<file path="src/mft_pkg.sv">
// Shared types and constants for the motor feedback multi-turn tracker.
package mft_pkg;

  localparam int ID_W        = 11;
  localparam int PAYLOAD_W   = 64;
  localparam int SLOT_W      = 2;
  localparam int SLOT_ID_W   = 4;
  localparam int MAX_IDS     = 4;
  localparam int WINDOW_SPAN = 10;
  localparam int ENC_WRAP    = 8191;
  localparam int HALF_TURN   = 4096;
  localparam int QUEUE_DEPTH = 2;
  localparam int CFG_INDEX_W = 2;
  localparam int CFG_DATA_W  = 16;
  localparam int COUNT_W     = 3;

  localparam logic [ID_W-1:0]      BASE_ID_RST     = 11'd512;
  localparam logic [COUNT_W-1:0]   MOTOR_COUNT_RST = 3'd4;
  localparam logic [CFG_DATA_W-1:0] SLOT_IDS_RST   = 16'h4321;

  typedef enum logic [CFG_INDEX_W-1:0] {
    CFG_BASE_ID     = 2'd0,
    CFG_MOTOR_COUNT = 2'd1,
    CFG_SLOT_IDS    = 2'd2
  } cfg_reg_t;

  typedef struct packed {
    logic [SLOT_W-1:0] slot;
    logic signed [15:0] angle;
    logic signed [15:0] speed;
    logic signed [15:0] torque;
    logic [7:0]         temperature;
  } item_t;

  typedef struct packed {
    logic [SLOT_W-1:0] slot;
    logic signed [15:0] angle;
    logic signed [15:0] speed;
    logic signed [15:0] torque;
    logic [7:0]         temperature;
    logic signed [31:0] total_angle;
    logic signed [15:0] start_angle;
  } result_t;

  typedef struct packed {
    logic  valid;
    logic  full;
    item_t item;
  } queue_status_t;

endpackage

</file>
<file path="src/mft_ifs.sv">
// Channel interfaces: frame input, result output and configuration write.
interface mft_in_if;
  import mft_pkg::*;
  logic                 valid;
  logic                 ready;
  logic [ID_W-1:0]      frame_id;
  logic [PAYLOAD_W-1:0] payload;
  modport source (output valid, output frame_id, output payload, input ready);
  modport sink   (input valid, input frame_id, input payload, output ready);
endinterface

interface mft_out_if;
  import mft_pkg::*;
  logic               valid;
  logic               ready;
  logic [SLOT_W-1:0]  motor_slot;
  logic signed [15:0] angle;
  logic signed [15:0] speed;
  logic signed [15:0] torque;
  logic [7:0]         temperature;
  logic signed [31:0] total_angle;
  logic signed [15:0] start_angle;
  modport source (output valid, output motor_slot, output angle, output speed,
                  output torque, output temperature, output total_angle,
                  output start_angle, input ready);
  modport sink   (input valid, input motor_slot, input angle, input speed,
                  input torque, input temperature, input total_angle,
                  input start_angle, output ready);
endinterface

interface mft_cfg_if;
  import mft_pkg::*;
  logic                   valid;
  logic                   ready;
  logic [CFG_INDEX_W-1:0] index;
  logic [CFG_DATA_W-1:0]  data;
  modport source (output valid, output index, output data, input ready);
  modport sink   (input valid, input index, input data, output ready);
endinterface

</file>
<file path="src/mft_front.sv">
// Front end: configuration registers, identifier window check and slot match.
module mft_front import mft_pkg::*; #(
  parameter int USED_SLOTS = 4
) (
  input  logic          clk,
  input  logic          rst_n,
  mft_cfg_if.sink       cfg_ch,
  mft_in_if.sink        in_ch,
  input  logic          q_full,
  output logic          push,
  output item_t         push_item
);

  localparam logic [COUNT_W-1:0] USED_CNT = COUNT_W'(USED_SLOTS);

  logic [ID_W-1:0]       base_id_r;
  logic [COUNT_W-1:0]    motor_count_r;
  logic [CFG_DATA_W-1:0] slot_ids_r;

  logic [ID_W:0]         base_ext;
  logic [ID_W:0]         fid_ext;
  logic                  in_window;
  logic [COUNT_W-1:0]    count_eff;
  logic                  hit;
  logic [SLOT_W-1:0]     hit_slot;

  assign cfg_ch.ready = 1'b1;

  always_ff @(posedge clk) begin
    if (!rst_n) begin
      base_id_r     <= BASE_ID_RST;
      motor_count_r <= MOTOR_COUNT_RST;
      slot_ids_r    <= SLOT_IDS_RST;
    end else if (cfg_ch.valid) begin
      case (cfg_reg_t'(cfg_ch.index))
        CFG_BASE_ID:     base_id_r     <= cfg_ch.data[ID_W-1:0];
        CFG_MOTOR_COUNT: motor_count_r <= cfg_ch.data[COUNT_W-1:0];
        CFG_SLOT_IDS:    slot_ids_r    <= cfg_ch.data;
        default: ;
      endcase
    end
  end

  always_comb begin
    base_ext  = {1'b0, base_id_r};
    fid_ext   = {1'b0, in_ch.frame_id};
    in_window = (fid_ext >= base_ext) &&
                (fid_ext <= base_ext + (ID_W+1)'(WINDOW_SPAN));
    count_eff = (motor_count_r > USED_CNT) ? USED_CNT : motor_count_r;
    hit       = 1'b0;
    hit_slot  = '0;
    // lowest matching slot wins
    for (int i = MAX_IDS - 1; i >= 0; i--) begin
      if ((COUNT_W'(i) < count_eff) &&
          (base_ext + (ID_W+1)'(slot_ids_r[i*SLOT_ID_W +: SLOT_ID_W]) == fid_ext)) begin
        hit      = 1'b1;
        hit_slot = SLOT_W'(i);
      end
    end
  end

  assign in_ch.ready = !q_full;
  assign push        = in_ch.valid && !q_full && in_window && hit;

  assign push_item.slot        = hit_slot;
  assign push_item.angle       = in_ch.payload[63:48];
  assign push_item.speed       = in_ch.payload[47:32];
  assign push_item.torque      = in_ch.payload[31:16];
  assign push_item.temperature = in_ch.payload[15:8];

endmodule

</file>
<file path="src/mft_queue.sv">
// Short FIFO between the front end and the accumulation back end.
module mft_queue import mft_pkg::*; (
  input  logic          clk,
  input  logic          rst_n,
  input  logic          push,
  input  item_t         push_item,
  input  logic          pop,
  output queue_status_t status
);

  localparam int PTR_W = (QUEUE_DEPTH > 1) ? $clog2(QUEUE_DEPTH) : 1;
  localparam int CNT_W = $clog2(QUEUE_DEPTH + 1);

  item_t            mem_r [QUEUE_DEPTH];
  logic [PTR_W-1:0] wr_ptr_r;
  logic [PTR_W-1:0] rd_ptr_r;
  logic [CNT_W-1:0] count_r;
  logic             do_push;
  logic             do_pop;

  assign status.valid = (count_r != '0);
  assign status.full  = (count_r == CNT_W'(QUEUE_DEPTH));
  assign status.item  = mem_r[rd_ptr_r];

  assign do_push = push && !status.full;
  assign do_pop  = pop && status.valid;

  always_ff @(posedge clk) begin
    if (do_push) begin
      mem_r[wr_ptr_r] <= push_item;
    end
  end

  always_ff @(posedge clk) begin
    if (!rst_n) begin
      wr_ptr_r <= '0;
      rd_ptr_r <= '0;
      count_r  <= '0;
    end else begin
      if (do_push) begin
        wr_ptr_r <= (wr_ptr_r == PTR_W'(QUEUE_DEPTH - 1)) ? '0 : wr_ptr_r + 1'b1;
      end
      if (do_pop) begin
        rd_ptr_r <= (rd_ptr_r == PTR_W'(QUEUE_DEPTH - 1)) ? '0 : rd_ptr_r + 1'b1;
      end
      case ({do_push, do_pop})
        2'b10:   count_r <= count_r + 1'b1;
        2'b01:   count_r <= count_r - 1'b1;
        default: count_r <= count_r;
      endcase
    end
  end

endmodule

</file>
<file path="src/mft_back.sv">
// Back end: per-slot multi-turn accumulation and registered result output.
module mft_back import mft_pkg::*; #(
  parameter int USED_SLOTS = 4
) (
  input  logic          clk,
  input  logic          rst_n,
  input  queue_status_t q_status,
  output logic          pop,
  mft_out_if.source     out_ch
);

  logic signed [15:0] prev_angle_r  [USED_SLOTS];
  logic signed [31:0] total_r       [USED_SLOTS];
  logic signed [15:0] first_angle_r [USED_SLOTS];
  logic [USED_SLOTS-1:0] seen_r;

  logic               out_valid_r;
  result_t            out_r;

  item_t              item;
  logic [USED_SLOTS-1:0] sel;
  logic               cur_seen;
  logic signed [15:0] cur_prev;
  logic signed [31:0] cur_total;
  logic signed [15:0] cur_first;
  logic signed [16:0] diff;
  logic signed [17:0] delta;
  logic signed [33:0] sum;
  logic signed [31:0] sat;
  logic signed [31:0] new_total;
  logic signed [15:0] new_start;
  result_t            result_nxt;

  assign item = q_status.item;
  assign pop  = q_status.valid && (!out_valid_r || out_ch.ready);

  always_comb begin
    cur_seen  = 1'b0;
    cur_prev  = '0;
    cur_total = '0;
    cur_first = '0;
    for (int i = 0; i < USED_SLOTS; i++) begin
      sel[i] = (item.slot == SLOT_W'(i));
      if (sel[i]) begin
        cur_seen  = seen_r[i];
        cur_prev  = prev_angle_r[i];
        cur_total = total_r[i];
        cur_first = first_angle_r[i];
      end
    end

    diff = {item.angle[15], item.angle} - {cur_prev[15], cur_prev};
    if (diff < -17'sd4096) begin
      delta = {diff[16], diff} + 18'(ENC_WRAP);
    end else if (diff > 17'(HALF_TURN)) begin
      delta = {diff[16], diff} - 18'(ENC_WRAP);
    end else begin
      delta = {diff[16], diff};
    end

    sum = {{2{cur_total[31]}}, cur_total} + {{16{delta[17]}}, delta};
    if (sum > 34'sd2147483647) begin
      sat = 32'sh7FFF_FFFF;
    end else if (sum < -34'sd2147483648) begin
      sat = 32'sh8000_0000;
    end else begin
      sat = sum[31:0];
    end

    new_total = cur_seen ? sat : '0;
    new_start = cur_seen ? cur_first : item.angle;

    result_nxt.slot        = item.slot;
    result_nxt.angle       = item.angle;
    result_nxt.speed       = item.speed;
    result_nxt.torque      = item.torque;
    result_nxt.temperature = item.temperature;
    result_nxt.total_angle = new_total;
    result_nxt.start_angle = new_start;
  end

  always_ff @(posedge clk) begin
    if (pop) begin
      out_r <= result_nxt;
      for (int i = 0; i < USED_SLOTS; i++) begin
        if (sel[i]) begin
          prev_angle_r[i] <= item.angle;
          total_r[i]      <= new_total;
          first_angle_r[i] <= new_start;
        end
      end
    end
  end

  always_ff @(posedge clk) begin
    if (!rst_n) begin
      out_valid_r <= 1'b0;
      seen_r      <= '0;
    end else begin
      if (pop) begin
        out_valid_r <= 1'b1;
        seen_r      <= seen_r | sel;
      end else if (out_ch.ready) begin
        out_valid_r <= 1'b0;
      end
    end
  end

  assign out_ch.valid       = out_valid_r;
  assign out_ch.motor_slot  = out_r.slot;
  assign out_ch.angle       = out_r.angle;
  assign out_ch.speed       = out_r.speed;
  assign out_ch.torque      = out_r.torque;
  assign out_ch.temperature = out_r.temperature;
  assign out_ch.total_angle = out_r.total_angle;
  assign out_ch.start_angle = out_r.start_angle;

endmodule

</file>
<file path="src/motor_feedback_multiturn_tracker.sv">
// Multi-turn feedback tracker for bus-attached motors, top level.
// Accepts one frame per cycle while the queue is not full. A frame whose
// identifier matches a motor slot (base_id plus the slot's 4-bit id, lowest
// slot first, within base_id to base_id+10) yields one result; other frames
// yield none. The front end classifies frames and feeds a two-entry queue;
// the back end updates the slot's multi-turn total (compare, add, saturate)
// and holds the result in an output register, so throughput is one frame
// per cycle while out ready stays high. Configuration writes are always
// taken (cfg ready is tied high) and must happen only while idle.
module motor_feedback_multiturn_tracker import mft_pkg::*; #(
  parameter int MOTOR_SLOTS = 4
) (
  input  logic     clk,
  input  logic     rst_n,
  mft_cfg_if.sink  cfg_ch,
  mft_in_if.sink   in_ch,
  mft_out_if.source out_ch
);

  localparam int USED_SLOTS = (MOTOR_SLOTS < MAX_IDS) ? MOTOR_SLOTS : MAX_IDS;

  logic          push;
  item_t         push_item;
  logic          pop;
  queue_status_t q_status;

  mft_front #(
    .USED_SLOTS (USED_SLOTS)
  ) u_front (
    .clk       (clk),
    .rst_n     (rst_n),
    .cfg_ch    (cfg_ch),
    .in_ch     (in_ch),
    .q_full    (q_status.full),
    .push      (push),
    .push_item (push_item)
  );

  mft_queue u_queue (
    .clk       (clk),
    .rst_n     (rst_n),
    .push      (push),
    .push_item (push_item),
    .pop       (pop),
    .status    (q_status)
  );

  mft_back #(
    .USED_SLOTS (USED_SLOTS)
  ) u_back (
    .clk      (clk),
    .rst_n    (rst_n),
    .q_status (q_status),
    .pop      (pop),
    .out_ch   (out_ch)
  );

endmodule

</file>
<file path="src/flat_wrapper.sv">
// flat-port wrapper written by rule: the top's interface ports become plain ports
module motor_feedback_multiturn_tracker_flat import mft_pkg::*;
#(
  parameter int MOTOR_SLOTS = 4
)
  (clk, rst_n, cfg_ch_valid, cfg_ch_index, cfg_ch_data, cfg_ch_ready, in_ch_valid, in_ch_frame_id, in_ch_payload, in_ch_ready, out_ch_valid, out_ch_motor_slot, out_ch_angle, out_ch_speed, out_ch_torque, out_ch_temperature, out_ch_total_angle, out_ch_start_angle, out_ch_ready);
  mft_cfg_if cfg_ch_i ();
  mft_in_if in_ch_i ();
  mft_out_if out_ch_i ();
  input  logic clk;
  input  logic rst_n;
  input wire logic [$bits(cfg_ch_i.valid)-1:0] cfg_ch_valid;
  input wire logic [$bits(cfg_ch_i.index)-1:0] cfg_ch_index;
  input wire logic [$bits(cfg_ch_i.data)-1:0] cfg_ch_data;
  output wire logic [$bits(cfg_ch_i.ready)-1:0] cfg_ch_ready;
  input wire logic [$bits(in_ch_i.valid)-1:0] in_ch_valid;
  input wire logic [$bits(in_ch_i.frame_id)-1:0] in_ch_frame_id;
  input wire logic [$bits(in_ch_i.payload)-1:0] in_ch_payload;
  output wire logic [$bits(in_ch_i.ready)-1:0] in_ch_ready;
  output wire logic [$bits(out_ch_i.valid)-1:0] out_ch_valid;
  output wire logic [$bits(out_ch_i.motor_slot)-1:0] out_ch_motor_slot;
  output wire logic [$bits(out_ch_i.angle)-1:0] out_ch_angle;
  output wire logic [$bits(out_ch_i.speed)-1:0] out_ch_speed;
  output wire logic [$bits(out_ch_i.torque)-1:0] out_ch_torque;
  output wire logic [$bits(out_ch_i.temperature)-1:0] out_ch_temperature;
  output wire logic [$bits(out_ch_i.total_angle)-1:0] out_ch_total_angle;
  output wire logic [$bits(out_ch_i.start_angle)-1:0] out_ch_start_angle;
  input wire logic [$bits(out_ch_i.ready)-1:0] out_ch_ready;
  assign cfg_ch_i.valid = cfg_ch_valid;
  assign cfg_ch_i.index = cfg_ch_index;
  assign cfg_ch_i.data = cfg_ch_data;
  assign cfg_ch_ready = cfg_ch_i.ready;
  assign in_ch_i.valid = in_ch_valid;
  assign in_ch_i.frame_id = in_ch_frame_id;
  assign in_ch_i.payload = in_ch_payload;
  assign in_ch_ready = in_ch_i.ready;
  assign out_ch_valid = out_ch_i.valid;
  assign out_ch_motor_slot = out_ch_i.motor_slot;
  assign out_ch_angle = out_ch_i.angle;
  assign out_ch_speed = out_ch_i.speed;
  assign out_ch_torque = out_ch_i.torque;
  assign out_ch_temperature = out_ch_i.temperature;
  assign out_ch_total_angle = out_ch_i.total_angle;
  assign out_ch_start_angle = out_ch_i.start_angle;
  assign out_ch_i.ready = out_ch_ready;
  motor_feedback_multiturn_tracker #(.MOTOR_SLOTS(MOTOR_SLOTS)) u_core (.clk(clk), .rst_n(rst_n), .cfg_ch(cfg_ch_i), .in_ch(in_ch_i), .out_ch(out_ch_i));
endmodule
</file>
<file path="config.mk">
export PLATFORM = sky130hd
export DESIGN_NAME = motor_feedback_multiturn_tracker_flat
export DESIGN_NICKNAME = d
export VERILOG_FILES = /design/src/mft_pkg.sv /design/src/mft_ifs.sv /design/src/mft_front.sv /design/src/mft_queue.sv /design/src/mft_back.sv /design/src/motor_feedback_multiturn_tracker.sv /design/src/flat_wrapper.sv
export SDC_FILE = /design/constraint.sdc
export NUM_CORES = 1
export LEC_CHECK = 0
export BUFFER_PORTS_ARGS = -buffer_cell sky130_fd_sc_hd__buf_2
export CAP_MARGIN = 20
export CORE_ASPECT_RATIO = 0.8
export CORE_MARGIN = 2
export CORE_UTILIZATION = 40
export CTS_CLUSTER_DIAMETER = 60
export CTS_CLUSTER_SIZE = 8
export DETAILED_ROUTE_END_ITERATION = 8
export GPL_TIMING_DRIVEN = 0
export PLACE_DENSITY = 0.64
export SYNTH_ARGS = -nofsm -noshare
export SYNTH_HDL_FRONTEND = slang
export SYNTH_SLANG_ARGS = --single-unit
</file>
<file path="constraint.sdc">
create_clock -name clk -period 19.19 [get_ports clk]
set_input_delay 1.919 -clock clk [delete_from_list [all_inputs] [get_ports clk]]
set_output_delay 1.919 -clock clk [all_outputs]
set_load 0.1 [all_outputs]
</file>
==> results of run 1 <==
tightest hold or removal path, cell delays in order (launching register included):
cell     delay (ns)
dfxtp_1        0.32
nor2_1         0.05
nor2_1         0.07
how the worst min path moves through the flow:
| stage | startpoint | endpoint | slack [ns] | cells past startpoint |
|---|---|---|---|---|
| CTS | u_core.u_front.slot_ids_r[12] | u_core.u_front.slot_ids_r[12] | 0.47 | 2 |
| global route | u_core.u_back.seen_r[0] | u_core.u_back.seen_r[0] | 0.49 | 2 |
| floorplan | u_core.u_back.seen_r[2] | u_core.u_back.seen_r[2] | 0.43 | 2 |
| detailed placement | u_core.u_back.seen_r[0] | u_core.u_back.seen_r[0] | 0.46 | 2 |
| global placement | u_core.u_back.seen_r[2] | u_core.u_back.seen_r[2] | 0.45 | 2 |
| finish | u_core.u_back.seen_r[0] | u_core.u_back.seen_r[0] | 0.46 | 2 |
kinds of logic after synthesis:
group	share of synthesized area, %
AOI/OAI and AO/OA	9.25
adders and majority gates	5.12
buffers and inverters	2.08
muxes	10.1
other	0.0156
and+or+nand+nor	6.73
xor gates and xnor gates	3.74
DFF	62.9
state kept, by name, indices dropped and copies added (netlist names), 3 cells and up, named ones only:
signal	count
u_core.u_back.first_angle_r	64
u_core.u_back.out_ch.angle	16
u_core.u_back.out_ch.speed	16
u_core.u_back.out_ch.start_angle	16
u_core.u_back.out_ch.temperature	8
u_core.u_back.out_ch.torque	16
u_core.u_back.out_ch.total_angle	32
u_core.u_back.prev_angle_r	64
u_core.u_back.seen_r	4
u_core.u_back.total_r	128
u_core.u_front.base_id_r	11
u_core.u_front.motor_count_r	3
u_core.u_front.slot_ids_r	16
u_core.u_queue.mem_r	116
power groups by stage:
| stage | Sequential, uW | Clock (uW) | Combinational [uW] |
|---|---|---|---|
| final | 1240 | 1220 | 204 |
| after global routing | 1240 | 1300 | 223 |
| after CTS | 1240 | 1260 | 203 |
| after detailed placement | 1260 | 0 | 202 |
| after global placement | 1260 | 0 | 197 |
| after floorplan | 1280 | 0 | 125 |
cell type report:
| type | instances | area share [%] |
|---|---|---|
| inverters | 57 | 0.770 |
| clock inverters | 11 | 0.862 |
| diodes | 3 | 0.0261 |
| multi-input cells | 1009 | 29.4 |
| flip-flops and latches | 518 | 52.7 |
| repair buffers | 231 | 5.02 |
| clock buffers | 92 | 6.83 |
| plain buffers | 64 | 1.00 |
| well taps | 779 | 3.39 |
layer usage:
layer	part of all wire, %	global-route usage (%)
met5	0.022	0
met4	2.1	5.86
met1	46	26.5
met2	44	27.9
met3	7.8	5.56
through the flow:
step           util (%)  std cells  total power (uW)
3_5_place_dp       44.5       2656              1460
6_report           48.3       2764              2670
4_1_cts            48.2       2759              2700
5_1_grt            48.3       2764              2760
3_3_place_gp       43.7       2622              1460
2_1_floorplan         -       1648              1410
Yosys cell counts (all sizes together), types with 3 or more instances:
cell / instances
nand2b: 20
or3b: 3
o211ai: 13
nand3b: 5
mux2i: 15
nor2: 93
nand2: 87
nand4: 10
a21boi: 3
a211o: 5
fa: 6
o22ai: 6
o211a: 3
or3: 11
mux4: 65
a31oi: 16
nor3: 21
o31ai: 9
buf: 25
o21bai: 6
and3: 10
or2: 3
nand3: 30
a21o: 36
edfxtp: 478
and4: 5
ha: 89
a21oi: 98
clkbuf: 39
a2111oi: 6
nor4: 5
o21ai: 70
mux2: 73
xnor2: 68
a211oi: 11
inv: 57
o32ai: 4
xor2: 33
nor2b: 11
o21a: 16
a31o: 3
o2111ai: 5
dfxtp: 40
==> flow_summary.ini, run 1 <==
[run_status]
outcome = finished clean

[synthesis]
ys_seq_area_share_pct = 62.9
avgSynthCellArea_um2 = 14.6
synth_edf_count = 478
syn-num-nets = 1841
synth_warnings = 0
syn_inst = 1648
synth_top_area_cell = edfxtp_1
syn_area_um2 = 24100
synth_ff_type = edfxtp_1
ys_seq_elements = 518
synthArstFlopShare_pct = 0
yosys-top-cells-area = edfxtp_1, mux4_2, ha_1
synthDistinctLibCells = 89
synth_top_area_share_pct = 59.6

[critical_path]
cp-end-kind = flip-flop
worst-path-max-fanout = 15
start_kind = flip-flop
cp_num_buf_inv = 6
cp_slowest_stage_delay_ns = 0.81
rr_endpoint = u_core.u_back.total_r[3][22]
r2r_slack_ns = 9.15
r2r_cells = 26
cp.depth = 26
worst_path_max_delay_cell = mux2i_1
cp_top_family = compound AO/OA/AOI/OAI gates
crit_required_ns = 19.45
path_class = flip-flop to flip-flop
critPathArrivalTime_ns = 10.30
endpoint = u_core.u_back.total_r[3][22]

[cts]
cts_tree = built
holdBufCountCts = 0
cts_setup_buffers = 0
cts.path.max_buffers = 3
cts_resized = 0
cts_made_buffers = 76
clkSinkCount = 518
cts_root_buf = clkbuf_16
htree_levels = 3
worstSkewPairLatency_ns = 0.64
clk_pin_slew_ns = 0.05

[finish]
mostFrequentLayoutCells = edfxtp_1, buf_2, a21oi_1, nor2_1, ha_1
multiInputGateArea_um2 = 8450
final_cell_area_um2 = 28700
n_fill_cell = 5121
mostFrequentLayoutCell = edfxtp_1
area_delta_synth_final_pct = 19.4
nets = 2150
drive_above_1_share_pct = 26.0
seq_area_um2 = 15200

[die]
die_w_um = 278
placementRows = 80
start_util_pct = 40.4
fp.dieH_um = 223
io_pins = 207
coreArea_um2 = 59600
dieArea_um2 = 62200

[detailed_routing]
dr_total_vias = 15000
drt-wirelength-per-cell_um = 20.9
ant_nets = 0
drt_first_pass_iters = 5
drt-vias-per-instance = 5.43
drtIter0Drc = 1174
routed_wirelength_um = 57800
drc = 0

[pwr]
power_density_nw_per_um2 = 92.8
p_switching_uw = 622
peakVddDrop_v = 0.0000665
clkPwrFrac_pct = 45.9
p_comb_share_pct = 7.6
power.leakage_uw = 0.0107
p_int_uw = 2050
p_seq_share_pct = 46.5
power_switching_share_pct = 23.3

[sta]
fin_crit_sh_pct = 52.3
worst_clock_skew_ns = 0.0639
timing.final.ws_setup_ns = 9.15
setup_viol = 0
rsz0062_at_grt = no
hold_viol = 0
final_max_slew_viol_count = 0
slew_headroom_pct = 34.2
max_freq_mhz = 99.6
hold_ws_ns = 0.463
worst_pin_slew_ns = 0.987
tns_ns = 0
period_minus_slack_ns = 10.04

[global_route]
grt_max_degree = 83
grt_pass1_wl_um = 89000
grt_antenna_before_repair = 4
grt_overflow_total = 0
first_global_vias = 15200
grtUsageTotal_pct = 18.8

[placement]
hpwlAfterDp_um = 41600
place_ws_ns = 9.20
port_buffers = 195
dpl-instance-area_um2 = 26500
place.gp.congestion = 0.881

[flow_run]
max_cap_violations = 0

[min_path]
hold_path_class = flip-flop to flip-flop
Power figures use the tool's default switching activity.
==> run 2, diff against run 1 <==
Clock period 19.19 ns to 9.4 ns, I/O delays scaled along.
==> flow_summary.ini, run 2 (same netlist as run 1, synthesis figures left out) <==
[critical_path]
critPathArrivalTime_ns = 9.17
cp-end-kind = flip-flop
worst-path-max-fanout = 10
path_class = flip-flop to flip-flop
cp_slowest_stage_delay_ns = 0.59
r2r_slack_ns = 0.55
worst_path_max_delay_cell = o41ai_2
crit_required_ns = 9.72
start_kind = flip-flop

[pwr]
peakVddDrop_v = 0.000136
power.leakage_uw = 0.0108
power_density_nw_per_um2 = 189
p_comb_share_pct = 7.7
p_switching_uw = 1270
p_seq_share_pct = 46.5
clkPwrFrac_pct = 45.9
p_int_uw = 4180
power_switching_share_pct = 23.3

[run_status]
outcome = finished clean

[global_route]
grt_antenna_before_repair = 4
grt_max_degree = 83
grtUsageTotal_pct = 18.8
first_global_vias = 15200
grt_overflow_total = 0
grt_pass1_wl_um = 89100

[sta]
max_freq_mhz = 113
worst_clock_skew_ns = 0.0645
final_max_slew_viol_count = 0
timing.final.ws_setup_ns = 0.554
fin_crit_sh_pct = 94.1
rsz0062_at_grt = no
worst_pin_slew_ns = 0.961
slew_headroom_pct = 36.0
setup_viol = 0
period_minus_slack_ns = 8.85
hold_viol = 0

[cts]
htree_levels = 3
clkSinkCount = 518
cts_tree = built
cts_made_buffers = 76
cts_root_buf = clkbuf_16
worstSkewPairLatency_ns = 0.65
cts.path.max_buffers = 3
clk_pin_slew_ns = 0.05

[placement]
hpwlAfterDp_um = 41600
dp_cells = 2656
port_buffers = 195
place.gp.congestion = 0.881
place_ws_ns = -0.593
dpl-instance-area_um2 = 26500

[detailed_routing]
ant_nets = 0
drt-wirelength-per-cell_um = 20.9
drc = 0
drtIter0Drc = 1194
drt_first_pass_iters = 5
drt-vias-per-instance = 5.43
dr_total_vias = 15000
routed_wirelength_um = 57800

[finish]
final_cell_area_um2 = 28800
nets = 2150
final_core_utilization_pct = 48.4
mostFrequentLayoutCell = edfxtp_1
area_delta_synth_final_pct = 19.7
top_regs = u_core.u_back.total_r (128), u_core.u_queue.mem_r (116)
largest_register_ffs = 128
final_cell_count_no_fill = 2765
drive_above_1_share_pct = 26.8
mostFrequentLayoutCells = edfxtp_1, buf_2, a21oi_1, nor2_1, ha_1
top_register = u_core.u_back.total_r

[min_path]
hold_path_class = flip-flop to flip-flop
min_from = u_core.u_back.seen_r[0]

[die]
dieArea_um2 = 62200
die_w_um = 278
placementRows = 80
io_pins = 207
coreArea_um2 = 59600
fp.dieH_um = 223
start_util_pct = 40.4

[flow_run]
max_cap_violations = 0
run 2: area by class of cell:
cell class | count | area (um2)
Antenna cell | 4 | 10.0
Buffer | 64 | 299
Clock buffer | 92 | 1960
Clock inverter | 11 | 248
Fill cell | 5120 | 30700
Inverter | 57 | 221
Multi-Input combinational cell | 1009 | 8500
Sequential cell | 518 | 15200
Tap cell | 779 | 975
Timing Repair Buffer | 231 | 1440
run 2: stage by stage:
stage	hold WS, ns	setup TNS (ns)	power (uW)
detailed placement	0.456	-71.90	2990
floorplan	0.435	0	2870
global placement	0.448	-391.65	2980
CTS	0.435	0	5520
global route	0.447	0	5640
finish	0.458	0	5450
run 2: routing by layer:
metal | up-vias | global-route usage, % | wire (um)
met2 | 451 | 27.9 | 25300
li1 | 6996 | - | -
met4 | 2 | 5.86 | 1250
met1 | 7482 | 26.5 | 26800
met3 | 84 | 5.56 | 4390
met5 | - | 0 | 13
run 2: final timing paths:
| check | cells past startpoint | end |
|---|---|---|
| worst max-delay path | 29 | u_core.u_back.total_r[3][27] |
| worst min-delay path | 2 | u_core.u_back.seen_r[0] |
| worst max register to register | 29 | u_core.u_back.total_r[3][27] |
| worst min register to register | 2 | u_core.u_back.seen_r[0] |
run 2: repair_timing:
item                                    CTS  global route
endpoints found under the setup margin  155           155
resized for setup                         6            22
hold buffers                              0             0
setup buffers                             0             0
endpoints found under the hold margin     0             0
run 2: worst max-delay path, delay by kind of cell, from the launching register on:
kind	cells	cell delay (ns)
flip-flops	1	0.46
multiplexers	2	1.08
AND/OR/NAND/NOR	4	0.57
AO/OA/AOI/OAI	11	3.46
adder cells (fa/ha/maj)	4	1.14
XOR/XNOR	2	0.41
buffers and inverters	6	1.39
run 2: power by group through the flow:
stage / registers, uW / clock network (uW) / logic, uW
6_report: 2530 / 2500 / 418
5_1_grt: 2530 / 2660 / 458
4_1_cts: 2530 / 2570 / 416
3_5_place_dp: 2570 / 0 / 412
3_3_place_gp: 2580 / 0 / 403
2_1_floorplan: 2620 / 0 / 254
==> run 3, diff against run 2 <==
--- a/config.mk
+++ b/config.mk
@@ -6,4 +6,5 @@
 export NUM_CORES = 1
 export LEC_CHECK = 0
+export ABC_AREA = 1
 export BUFFER_PORTS_ARGS = -buffer_cell sky130_fd_sc_hd__buf_2
 export CAP_MARGIN = 20
==> constraint.sdc (replaced) <==
create_clock -name clk -period 9.4 [get_ports clk]
set_input_delay 1.88 -clock clk [delete_from_list [all_inputs] [get_ports clk]]
set_output_delay 1.88 -clock clk [all_outputs]
set_load 0.1 [all_outputs]
==> flow_summary.ini, run 3 <==
[run_status]
outcome = finished clean

[detailed_routing]
drt-wirelength-per-cell_um = 19.1
drc = 0
dr_total_vias = 19000
drt_first_pass_iters = 6
routed_wirelength_um = 69600
drt-vias-per-instance = 5.20
drtIter0Drc = 1792
ant_nets = 0

[placement]
port_buffers = 197
place_ws_ns = 0.391
place.gp.congestion = 0.987
hpwlAfterDp_um = 51100

[finish]
top_register = u_core.u_back.total_r
mostFrequentLayoutCells = nand2_1, edfxtp_1, inv_1, buf_2, nor2_1
nets = 2976
largest_register_ffs = 128
mostFrequentLayoutCell = nand2_1
drive_above_1_share_pct = 15.4
area_delta_synth_final_pct = 18.2
top_regs = u_core.u_back.total_r (128), u_core.u_queue.mem_r (116)

[sta]
final_max_slew_viol_count = 0
worst_pin_slew_ns = 0.941
fin_crit_sh_pct = 93.6
hold_viol = 0
timing.final.ws_setup_ns = 0.599
setup_viol = 0
max_freq_mhz = 114
worst_clock_skew_ns = 0.0406
period_minus_slack_ns = 8.80
slew_headroom_pct = 37.3
rsz0062_at_grt = no

[cts]
clk_pin_slew_ns = 0.05
holdBufCountCts = 0
cts.path.max_buffers = 3
clkSinkCount = 518
cts_resized = 0
cts_made_buffers = 75
cts_tree = built
cts_root_buf = clkbuf_16
worstSkewPairLatency_ns = 0.64
cts_setup_buffers = 0
htree_levels = 3

[synthesis]
avgSynthCellArea_um2 = 10.1
synth_ff_type = edfxtp_1
syn-num-nets = 2688
synth_warnings = 0
ys_seq_area_share_pct = 60.0
synthDistinctLibCells = 53
syn_inst = 2495
ys_top_cells_by_count = nand2_1, edfxtp_1, inv_1
syn_area_um2 = 25200
synthArstFlopShare_pct = 0
ys_seq_elements = 518
synth_edf_count = 478
synth.most_common_cell = nand2_1
synth_top_area_share_pct = 56.9
synth_top_area_cell = edfxtp_1
yosys-top-cells-area = edfxtp_1, nand2_1, ha_1

[global_route]
grt_max_degree = 49
grt_antenna_before_repair = 3
grt_pass1_wl_um = 107000
grtUsageTotal_pct = 21.2
first_global_vias = 18400
grt_overflow_total = 0

[critical_path]
critPathArrivalTime_ns = 9.11
cp_slowest_stage_delay_ns = 0.76
cp-end-kind = flip-flop
crit_required_ns = 9.71
cp_num_buf_inv = 8
cp_top_family = simple AND/OR/NAND/NOR gates
worst-path-max-fanout = 10
start_kind = flip-flop
path_class = flip-flop to flip-flop
worst_path_max_delay_cell = buf_1
path_common_cell = nand2_1

[die]
dieArea_um2 = 65100
io_pins = 207
coreArea_um2 = 62500
die_w_um = 285
fp.dieH_um = 229
start_util_pct = 40.4
placementRows = 82

[min_path]
hold_path_class = flip-flop to flip-flop

[flow_run]
max_cap_violations = 0
run 3: area by class of cell:
| type | instances | area [um2] |
|---|---|---|
| tap | 840 | 1050 |
| fill | 5767 | 32700 |
| multi-input combinational | 1656 | 8860 |
| clock inverter | 9 | 221 |
| inverter | 257 | 967 |
| clock buffer | 96 | 1970 |
| antenna | 1 | 2.50 |
| sequential | 518 | 15200 |
| timing repair buffer | 211 | 1300 |
| buffer | 64 | 305 |
run 3: layer usage:
layer | wire length [um] | track usage, % | up-vias | part of all wire, %
li1 | - | - | 9054 | -
met4 | 1380 | 5.30 | 2 | 2.0
met5 | 11 | 0 | - | 0.016
met1 | 32200 | 30.3 | 9113 | 46
met3 | 5220 | 4.96 | 105 | 7.5
met2 | 30800 | 32.6 | 725 | 44
run 3: kinds of logic after synthesis:
kind of cell	share of synthesized area [%]
compound gates	8.51
xor+xnor	2.70
fa+ha+maj	4.89
buf+inv	5.02
flops	60.0
other cells	0.0149
simple gates	18.8
run 3: worst reg2reg max path, delay by kind of cell, from the launching register on:
family | cells | cell delay, ns
and+or+nand+nor | 22 | 2.97
AOI/OAI and AO/OA | 5 | 1.22
xor gates and xnor gates | 2 | 0.42
DFF | 1 | 0.40
adders and majority gates | 3 | 1.09
buffers and inverters | 8 | 2.40
run 3: path summary, 6_finish.rpt:
kind | startpoint | end | slack [ns] | cells after the start
hold / removal | u_core.u_queue.rd_ptr_r | u_core.u_queue.rd_ptr_r | 0.45 | 1
setup reg to reg | flip-flop | u_core.u_back.out_ch.total_angle[0] | 0.60 | 40
setup / recovery | flip-flop | u_core.u_back.out_ch.total_angle[0] | 0.60 | 40
hold reg to reg | u_core.u_queue.rd_ptr_r | u_core.u_queue.rd_ptr_r | 0.45 | 1
run 3: through the flow:
step | area, um2 | cells | hold WS (ns) | utilization (%) | TNS (ns)
detailed placement | 27600 | 3546 | 0.446 | 44.2 | 0
global placement | 27300 | 3532 | 0.438 | 43.7 | -739.48
floorplan | 25200 | 2495 | 0.425 | - | 0
finish | 29800 | 3652 | 0.450 | 47.7 | 0
CTS | 29800 | 3651 | 0.453 | 47.7 | 0
global route | 29800 | 3652 | 0.482 | 47.7 | 0
Power of run 3 is left out: the tool's default activity adds up to more than one toggle a clock period on the data nets, which glitch-free logic cannot reach.
